--- config.mk ---
export PLATFORM = sky130hd
export DESIGN_NAME = button_debounce_press_classifier_unit
export DESIGN_NICKNAME = d
export VERILOG_FILES = /design/src/rtl/bdpc_pkg.sv /design/src/rtl/bdpc_step.sv /design/src/rtl/button_debounce_press_classifier_unit.sv
export SDC_FILE = /design/constraint.sdc
export NUM_CORES = 1
export LEC_CHECK = 0
export BUFFER_PORTS_ARGS = -buffer_cell sky130_fd_sc_hd__buf_2
export CORE_ASPECT_RATIO = 2
export CORE_UTILIZATION = 65
export CTS_CLUSTER_SIZE = 24
export DETAILED_ROUTE_END_ITERATION = 10
export GPL_ROUTABILITY_DRIVEN = 0
export PLACE_DENSITY = 0.91
export SYNTH_ARGS = -nofsm -noshare
export SYNTH_HDL_FRONTEND = slang
export SYNTH_HIERARCHICAL = 1
export SYNTH_SLANG_ARGS = --single-unit
--- constraint.sdc ---
create_clock -name clk -period 8.2 [get_ports clk]
set_input_delay 0.82 -clock clk [delete_from_list [all_inputs] [get_ports clk]]
set_output_delay 0.82 -clock clk [all_outputs]
set_load 0.01 [all_outputs]
--- src/rtl/bdpc_pkg.sv ---
// Shared types and constants for the button debounce and press classifier.
package bdpc_pkg;

    // Counter width and saturation value
    localparam int          CNT_W   = 16;
    localparam logic [15:0] CNT_MAX = 16'hFFFF;

    // Active-low button levels
    localparam logic LVL_PRESSED  = 1'b0;
    localparam logic LVL_RELEASED = 1'b1;

    // Configuration register indexes
    localparam int          CFG_IDX_W     = 2;
    localparam logic [1:0]  REG_DEBOUNCE  = 2'd0;
    localparam logic [1:0]  REG_SHORT_MAX = 2'd1;
    localparam logic [1:0]  REG_LONG_MIN  = 2'd2;

    // Configuration reset values
    localparam logic [15:0] DEBOUNCE_RST  = 16'd15;
    localparam logic [15:0] SHORT_MAX_RST = 16'd500;
    localparam logic [15:0] LONG_MIN_RST  = 16'd2000;

    typedef struct packed {
        logic [CNT_W-1:0] debounce_ms;
        logic [CNT_W-1:0] short_max_ms;
        logic [CNT_W-1:0] long_min_ms;
    } bdpc_cfg_t;

    typedef struct packed {
        logic             filtered_sample;
        logic             stable_level;
        logic             debounce_active;
        logic [CNT_W-1:0] debounce_count;
        logic [CNT_W-1:0] press_count;
        logic             long_armed;
    } bdpc_state_t;

    typedef struct packed {
        logic stable_out;
        logic press_event;
        logic release_event;
        logic short_event;
        logic long_event;
    } bdpc_result_t;

    // Increment that sticks at the top of the range
    function automatic logic [CNT_W-1:0] sat_inc(input logic [CNT_W-1:0] v);
        logic [CNT_W-1:0] r;
        r = (v == CNT_MAX) ? CNT_MAX : v + 1'b1;
        return r;
    endfunction

endpackage

--- src/rtl/bdpc_step.sv ---
// One debounce and classification step: next state and result word from one sample.
module bdpc_step (
    input  bdpc_pkg::bdpc_state_t  state,
    input  bdpc_pkg::bdpc_cfg_t    cfg,
    input  logic                   pin_level,
    input  logic                   ms_tick,
    output bdpc_pkg::bdpc_state_t  state_next,
    output bdpc_pkg::bdpc_result_t result
);
    import bdpc_pkg::*;

    logic [CNT_W-1:0] deb_tick;
    logic [CNT_W-1:0] press_tick;
    logic             raw_change;
    logic             pend_active;
    logic [CNT_W-1:0] deb_cnt;
    logic             commit;
    logic             new_stable;
    logic             lvl_change;
    logic             ev_press;
    logic             ev_release;
    logic             ev_short;
    logic             ev_long;
    logic             armed;
    logic [CNT_W-1:0] press_cnt;

    always_comb
    begin
        // counters advance on a tick
        deb_tick   = ms_tick ? sat_inc(state.debounce_count) : state.debounce_count;
        press_tick = ms_tick ? sat_inc(state.press_count) : state.press_count;

        // a raw change restarts the debounce window
        raw_change  = (pin_level != state.filtered_sample);
        pend_active = state.debounce_active | raw_change;
        deb_cnt     = raw_change ? '0 : deb_tick;

        // commit once the window is long enough
        commit     = pend_active && (deb_cnt >= cfg.debounce_ms);
        new_stable = commit ? pin_level : state.stable_level;

        // events from a change of the stable level
        lvl_change = (new_stable != state.stable_level);
        ev_press   = lvl_change && (new_stable == LVL_PRESSED);
        ev_release = lvl_change && (new_stable == LVL_RELEASED);
        ev_short   = ev_release && (press_tick <= cfg.short_max_ms);
        press_cnt  = ev_press ? '0 : press_tick;

        armed = state.long_armed;
        if (ev_press)
        begin
            armed = 1'b1;
        end
        else if (ev_release)
        begin
            armed = 1'b0;
        end

        // long press fires once
        ev_long = armed && (press_cnt >= cfg.long_min_ms);

        state_next.filtered_sample = pin_level;
        state_next.stable_level    = new_stable;
        state_next.debounce_active = pend_active & ~commit;
        state_next.debounce_count  = deb_cnt;
        state_next.press_count     = press_cnt;
        state_next.long_armed      = armed & ~ev_long;

        result.stable_out    = new_stable;
        result.press_event   = ev_press;
        result.release_event = ev_release;
        result.short_event   = ev_short;
        result.long_event    = ev_long;
    end

endmodule

--- src/rtl/button_debounce_press_classifier_unit.sv ---
// Top level of the button debounce and press classifier.
//
// Input channel: in_valid / in_stall carry one word of pin_level (raw active-low
// sample) and ms_tick (one millisecond passed since the previous word).
// Output channel: out_valid / out_stall carry one result word per input word:
// the debounced level and the press, release, short and long events.
// Config port: cfg_we writes cfg_data into register cfg_index (0 debounce,
// 1 short max, 2 long min); other indexes are ignored. Write only when idle.
// The input register, then the result register, lie between an accepted input
// word and out_valid. Throughput: one word per cycle while the receiver does
// not stall, set by the state update that sits between the input register and
// the result register.
// Reset clears the pipeline, sets the level to released, clears the counters
// and loads the default register values.
// When the receiver stalls, the result register holds; one more word can
// wait in the input register, after which in_stall is raised.
module button_debounce_press_classifier_unit (
    input  logic                           clk,
    input  logic                           rst_n,
    input  logic                           cfg_we,
    input  logic [bdpc_pkg::CFG_IDX_W-1:0] cfg_index,
    input  logic [bdpc_pkg::CNT_W-1:0]     cfg_data,
    input  logic                           in_valid,
    output logic                           in_stall,
    input  logic                           pin_level,
    input  logic                           ms_tick,
    output logic                           out_valid,
    input  logic                           out_stall,
    output logic                           stable_out,
    output logic                           press_event,
    output logic                           release_event,
    output logic                           short_event,
    output logic                           long_event
);
    import bdpc_pkg::*;

    bdpc_cfg_t    cfg_reg;
    bdpc_state_t  state_reg;
    bdpc_state_t  state_next;
    bdpc_result_t result_next;
    bdpc_result_t out_reg;
    logic         out_valid_reg;
    logic         s1_valid_reg;
    logic         s1_pin_reg;
    logic         s1_tick_reg;
    logic         s1_advance;
    logic         in_accept;

    // handshake
    assign s1_advance = s1_valid_reg && (!out_valid_reg || !out_stall);
    assign in_stall   = s1_valid_reg && !s1_advance;
    assign in_accept  = in_valid && !in_stall;

    // configuration registers
    always_ff @(posedge clk or negedge rst_n)
    begin
        if (!rst_n)
        begin
            cfg_reg.debounce_ms  <= DEBOUNCE_RST;
            cfg_reg.short_max_ms <= SHORT_MAX_RST;
            cfg_reg.long_min_ms  <= LONG_MIN_RST;
        end
        else if (cfg_we)
        begin
            case (cfg_index)
                REG_DEBOUNCE:  cfg_reg.debounce_ms  <= cfg_data;
                REG_SHORT_MAX: cfg_reg.short_max_ms <= cfg_data;
                REG_LONG_MIN:  cfg_reg.long_min_ms  <= cfg_data;
                default:       ;
            endcase
        end
    end

    // input register
    always_ff @(posedge clk or negedge rst_n)
    begin
        if (!rst_n)
        begin
            s1_valid_reg <= 1'b0;
        end
        else if (in_accept)
        begin
            s1_valid_reg <= 1'b1;
        end
        else if (s1_advance)
        begin
            s1_valid_reg <= 1'b0;
        end
    end

    always_ff @(posedge clk)
    begin
        if (in_accept)
        begin
            s1_pin_reg  <= pin_level;
            s1_tick_reg <= ms_tick;
        end
    end

    // step logic
    bdpc_step u_step (
        .state      (state_reg),
        .cfg        (cfg_reg),
        .pin_level  (s1_pin_reg),
        .ms_tick    (s1_tick_reg),
        .state_next (state_next),
        .result     (result_next)
    );

    // classifier state, updated as each word moves to the result register
    always_ff @(posedge clk or negedge rst_n)
    begin
        if (!rst_n)
        begin
            state_reg.filtered_sample <= LVL_RELEASED;
            state_reg.stable_level    <= LVL_RELEASED;
            state_reg.debounce_active <= 1'b0;
            state_reg.debounce_count  <= '0;
            state_reg.press_count     <= '0;
            state_reg.long_armed      <= 1'b0;
        end
        else if (s1_advance)
        begin
            state_reg <= state_next;
        end
    end

    // result register
    always_ff @(posedge clk or negedge rst_n)
    begin
        if (!rst_n)
        begin
            out_valid_reg <= 1'b0;
        end
        else if (s1_advance)
        begin
            out_valid_reg <= 1'b1;
        end
        else if (!out_stall)
        begin
            out_valid_reg <= 1'b0;
        end
    end

    always_ff @(posedge clk)
    begin
        if (s1_advance)
        begin
            out_reg <= result_next;
        end
    end

    assign out_valid     = out_valid_reg;
    assign stable_out    = out_reg.stable_out;
    assign press_event   = out_reg.press_event;
    assign release_event = out_reg.release_event;
    assign short_event   = out_reg.short_event;
    assign long_event    = out_reg.long_event;

`ifndef NO_ASSERTIONS
    // press and release never committed in the same word
    a_press_release_excl: assert property (@(posedge clk) disable iff (!rst_n)
        out_valid |-> !(press_event && release_event))
        else $error("press and release in one word");

    // a short press is always reported with its release
    a_short_with_release: assert property (@(posedge clk) disable iff (!rst_n)
        (out_valid && short_event) |-> release_event)
        else $error("short event without release");

    // a press event leaves the stable level pressed
    a_press_level: assert property (@(posedge clk) disable iff (!rst_n)
        (out_valid && press_event) |-> (stable_out == LVL_PRESSED))
        else $error("press event with released level");

    // long detection is armed only while the button is held
    a_armed_pressed: assert property (@(posedge clk) disable iff (!rst_n)
        state_reg.long_armed |-> (state_reg.stable_level == LVL_PRESSED))
        else $error("long detector armed while released");
`endif

endmodule

# Word level (Yosys, flattened, before mapping)

Index checks and enable logic that the tools add are counted.

Bits in writable memories: 0
Register bits after elaboration: 93
Memories: 0
Bits of input ports: 25
Bits in read-only memories: 0
Output and inout bits: 7
Bits in latches: 0

Divide/modulo/power cells: 0
Reduce and logical (&&, ||, !) cells: 18
$mul: 0
Equality and inequality tests: 7
Add/sub/neg operators: 2
Magnitude comparators: 3
Shift-type cells: 0
Muxes and demuxes: 13
Bitwise operators: 6

Operators by type and width:

| operator                                                                | number |
|---|---|
| 16-bit two-way mux                                                      | 6 |
| 16-bit by 1-bit adder with 16-bit output, second input constant         | 2 |
| 16-bit == test, second input constant                                   | 2 |
| 16-bit greater-or-equal comparator                                      | 2 |
| 16-bit <= comparator                                                    | 1 |
| 1-bit logical AND                                                       | 8 |
| 1-bit two-way mux                                                       | 7 |
| 2-bit AND reduction                                                     | 3 |
| 1-bit logical NOT                                                       | 4 |
| 1-bit NOT                                                               | 3 |
| 1-bit AND                                                               | 2 |
| 2-bit by 1-bit == test with 1-bit output, second input constant         | 1 |
| 2-bit == test, second input constant                                    | 1 |
| 2-bit logical NOT                                                       | 1 |
| 1-bit inequality test                                                   | 2 |
| 2-bit by 1-bit inequality test with 1-bit output, second input constant | 1 |
| 2-bit nonzero test                                                      | 1 |
| 1-bit logical OR                                                        | 1 |
| 1-bit bitwise OR                                                        | 1 |

# Depth between registers and ports, before layout

Depth in word-level cells: 14
Mapped depth: 23
Gate-level depth less buffers: 22

# Cells and area by module

The synthesis kept the hierarchy.

Modules (own cells, without submodules):

| module                                | cells an instance | times used | seq. area each (µm²) | area an instance (µm²) |
|---|---|---|---|---|
| button_debounce_press_classifier_unit | 193               | 1          | 2384.8               | 3470.8 |
| bdpc_step                             | 334               | 1          | 0.0                  | 2252.2 |

# Least setup slack after synthesis

No wires, ideal clock.

Kind: reg2reg
From: register state_reg[23] (netlist bit)
To: register out_reg, in the netlist long_event (data pin)
Path slack: 3.771 ns
Arrival time: 4.178 ns
Library setup time: 0.251 ns
Clock period less this slack: 4.429 ns
Stages on the path, launching flop included: 23
Data required time: 7.949 ns
Path through: dfrtp_1 and3_4 and3_4 nand4_4 or3_1 buf_2 a21oi_1 ha_1 a21o_1 a221o_1 a221oi_2 o21a_1 nor4_4 buf_6 a21oi_1 ha_1 a21o_1 a21o_1 a21oi_1 nor2_1 a31oi_1 a211oi_1 buf_4

RTL lines:

| item                   | line                                         | text |
|---|---|---|
| from (decl)            | button_debounce_press_classifier_unit.sv:38  | `bdpc_state_t state_reg;` |
| from (signal assigned) | button_debounce_press_classifier_unit.sv:124 | `state_reg <= state_next;` |
| to (signal assigned)   | button_debounce_press_classifier_unit.sv:149 | `out_reg <= result_next;` |
| to (decl)              | button_debounce_press_classifier_unit.sv:41  | `bdpc_result_t out_reg;` |

==> impl_metrics.env <==
export IMPL_synth_fa_ha_area_share_pct=10.9
export IMPL_max_freq_ghz=0.185
export IMPL_synth_area_leaders="dfrtp_1 30%, mux2_2 17%, ha_1 11%"
export IMPL_synth_seq_cells=93
export IMPL_synth_seq_area_share_pct=41.7
export IMPL_detail_route_antenna_nets=0
export IMPL_critPathLaunchType="register"
export IMPL_start_util_pct=66.6
export IMPL_clk_pin_slew_worst_paths_ns=0.07
export IMPL_status="finished clean"
export IMPL_ff2ff_setup_slack_ns=2.81
export IMPL_instances_no_fill=654
export IMPL_htreeDepth=3
export IMPL_synth_area_um2=5720
export IMPL_worst_ep_required_time_ns=8.48
export IMPL_clk_path_buf_depth=2
export IMPL_crit_top_cell="nor2_1"
export IMPL_p_per_area_nw_per_um2=225
export IMPL_slew_violations=0
export IMPL_syn2layout_area_growth_pct=7.85
export IMPL_synth_nets=602
export IMPL_netlist_instances=527
export IMPL_p_leak_nw=3.03
export IMPL_cpPeakStageDelay_ns=0.71
export IMPL_insertedDiodeCount=0
export IMPL_synth_xor_area_share_pct=3.34
export IMPL_p_comb_share_pct=26.2
export IMPL_post_cts_buffers=0
export IMPL_synth_compound_area_share_pct=9.49
export IMPL_fin_nets=624
export IMPL_postCtsHoldBufs=0
export IMPL_setup_tns_ns=0
export IMPL_p_total_mw=1.39
export IMPL_tritoncts="built"
export IMPL_pwr_share_seq_pct=43.7
export IMPL_cp_end_kind="register"
export IMPL_hold_violations=0
export IMPL_largest_reg_flops=48
export IMPL_clock_skew_ns=0.0114
export IMPL_track_usage_pct=31.6
export IMPL_gr_total_overflow=0
export IMPL_die_area_um2=9210
export IMPL_holdCritPathClass="reg -> reg"
export IMPL_post_cts_resize_count=0
export IMPL_finalCritPeriodShare_pct=65.7
export IMPL_slew_headroom_pct=28.5
export IMPL_place_area_um2=5870
export IMPL_die_w_um=68.4
export IMPL_drt_iter0_drc=405
export IMPL_ir_drop_mv=0.151
export IMPL_cts_made_buffers=9
export IMPL_root_buffer="clkbuf_16"
export IMPL_synth_top_family_by_area="multiplexers"
export IMPL_avgSynthCellArea_um2=10.9
export IMPL_place_inst=638
export IMPL_swShare_pct=29.9
export IMPL_p_int_mw=0.973
export IMPL_p_sw_mw=0.415
export IMPL_cts_sinks=93
export IMPL_synthMuxAreaShare_pct=16.7
export IMPL_post_drt_via_cell_ratio=6.33
export IMPL_cap_violations=0
export IMPL_drive_gt1_share_pct=28.5
export IMPL_final_util_pct=71.9
export IMPL_first_pass_iters=7
export IMPL_clockPowerShare_pct=30.1
export IMPL_cp_cell_sequence="nand3_1, nor2_1, nand2_1, nor2_1, mux2i_1, nor2_1, ha_1, and4_1, nand4_1, o21a_1, nor4_4, a21oi_1, ha_1, a21o_1, a21o_1, a21oi_1, nor2_1, a31oi_1, nor4bb_1, mux2_2"
export IMPL_route_vias_total=4137
export IMPL_synth_edf_count=7
export IMPL_period_needed_ns=5.39
export IMPL_clk_latency_ns=0.34
export IMPL_hpwl_um=9230
export IMPL_drc=0
export IMPL_path_max_fanout=18
export IMPL_synth_largest_area_cell="dfrtp_1"
export IMPL_drt_total_wl_um=12800
export IMPL_antenna_found_initial=0
export IMPL_setup_viol=0
export IMPL_rsz0062_at_grt="no"
export IMPL_final_common_cell="mux2_2"
export IMPL_layout_common_cells="84 x mux2_2, 68 x dfrtp_1, 51 x inv_1, 50 x ha_1, 31 x a21oi_1"
export IMPL_tightest_slew_ns=1.07
export IMPL_routedWlPerCell_um=19.6
export IMPL_critPathArrivalTime_ns=5.67
export IMPL_grt_pass1_wl_um=21200
export IMPL_synth_warnings=6
export IMPL_yosys_area_share_simple_pct=11.8
export IMPL_fp_coreArea_um2=8590
export IMPL_crit_type="reg -> reg"
export IMPL_num_io_pins=32
export IMPL_synthArstFlopShare_pct=92.5
export IMPL_first_global_vias=4326
export IMPL_fin_area_um2=6170
export IMPL_numPortBuffers=31
export IMPL_rows=48
export IMPL_grt_start_max_net_pins=87
export IMPL_yosysTopAreaCellShare_pct=29.7
export IMPL_cp_slowest_cell="nor4_4"
export IMPL_die_h_um=135
export IMPL_yosysUniqueCellTypes=54
export IMPL_synth_main_ff_cell="dfrtp_1"
-- per-stage QoR --
stage / worst slack (ns) / hold WS, ns
6_report: 2.81 / 0.486
4_1_cts: 2.89 / 0.492
3_3_place_gp: 3.25 / 0.462
3_5_place_dp: 2.95 / 0.480
2_1_floorplan: 3.77 / 0.442
5_1_grt: 2.35 / 0.518
-- power by group through the flow --
stage / Sequential (mW) / Combinational, mW / Clock (mW)
after global placement: 0.604 / 0.332 / 0
after detailed placement: 0.612 / 0.352 / 0
final: 0.606 / 0.364 / 0.417
after floorplan: 0.593 / 0.271 / 0
after CTS: 0.605 / 0.362 / 0.425
after global routing: 0.616 / 0.409 / 0.440
-- worst paths after layout --
check                                    startpoint  cells after the start                   endpoint
setup / recovery              s1_tick_reg$_DFFE_PP_                     20   state_reg[0]$_DFFE_PN0P_
hold / removal             s1_valid_reg$_DFFE_PN0P_                      1      out_valid$_DFFE_PN0P_
setup reg to reg              s1_tick_reg$_DFFE_PP_                     20   state_reg[0]$_DFFE_PN0P_
hold reg to reg            s1_valid_reg$_DFFE_PN0P_                      1      out_valid$_DFFE_PN0P_
max in group asynchronous                     rst_n                      1  state_reg[23]$_DFFE_PN0P_
min in group asynchronous                     rst_n                      1    cfg_reg[25]$_DFFE_PN0P_
-- cells in the mapped netlist, drive strengths merged, types with 5 or more instances --
library cell and n:
mux2 84, dfrtp 68, inv 52, ha 50, a21oi 31, nand2 25, nor2 24, dfstp 18
nand3 16, nand4 16, buf 15, a21o 13, xor2 12, a211oi 10, o21ai 10, and3 9
xnor2 9, edfxtp 7, clkbuf 6, nor2b 5, nor3 5
-- cells by family (layout without fill, tap and decap cells) --
logic type                 Yosys count  count (layout)
DFF                                 93              93
buffers and inverters               73             100
AOI/OAI and AO/OA                   85              85
adders and majority gates           50              50
and+or+nand+nor                    120             120
muxes                               85              85
xor gates and xnor gates            21              21
-- critical path: cells and delay by family (launching register included) --
family / cells / cell delay [ns]
adders and majority gates: 2 / 0.74
and+or+nand+nor: 10 / 2.40
DFF: 1 / 0.62
AOI/OAI and AO/OA: 6 / 1.17
muxes: 2 / 0.40
-- layout make-up --
type | instances | area [um^2]
Fill cell | 576 | 2420
Sequential cell | 93 | 2380
Clock inverter | 1 | 30.0
Inverter | 52 | 195
Timing Repair Buffer | 32 | 165
Clock buffer | 15 | 268
Multi-Input combinational cell | 361 | 3000
Tap cell | 100 | 125
-- metal layers --
layer	GRT usage [%]	share of wire, %	up-vias
li1	-	-	1913
met1	34.1	36	2022
met2	53.8	54	151
met3	6.50	3.9	51
met4	19.4	6.0	0
met5	0	0	-
No activity file was read; power rests on OpenSTA's default activity.
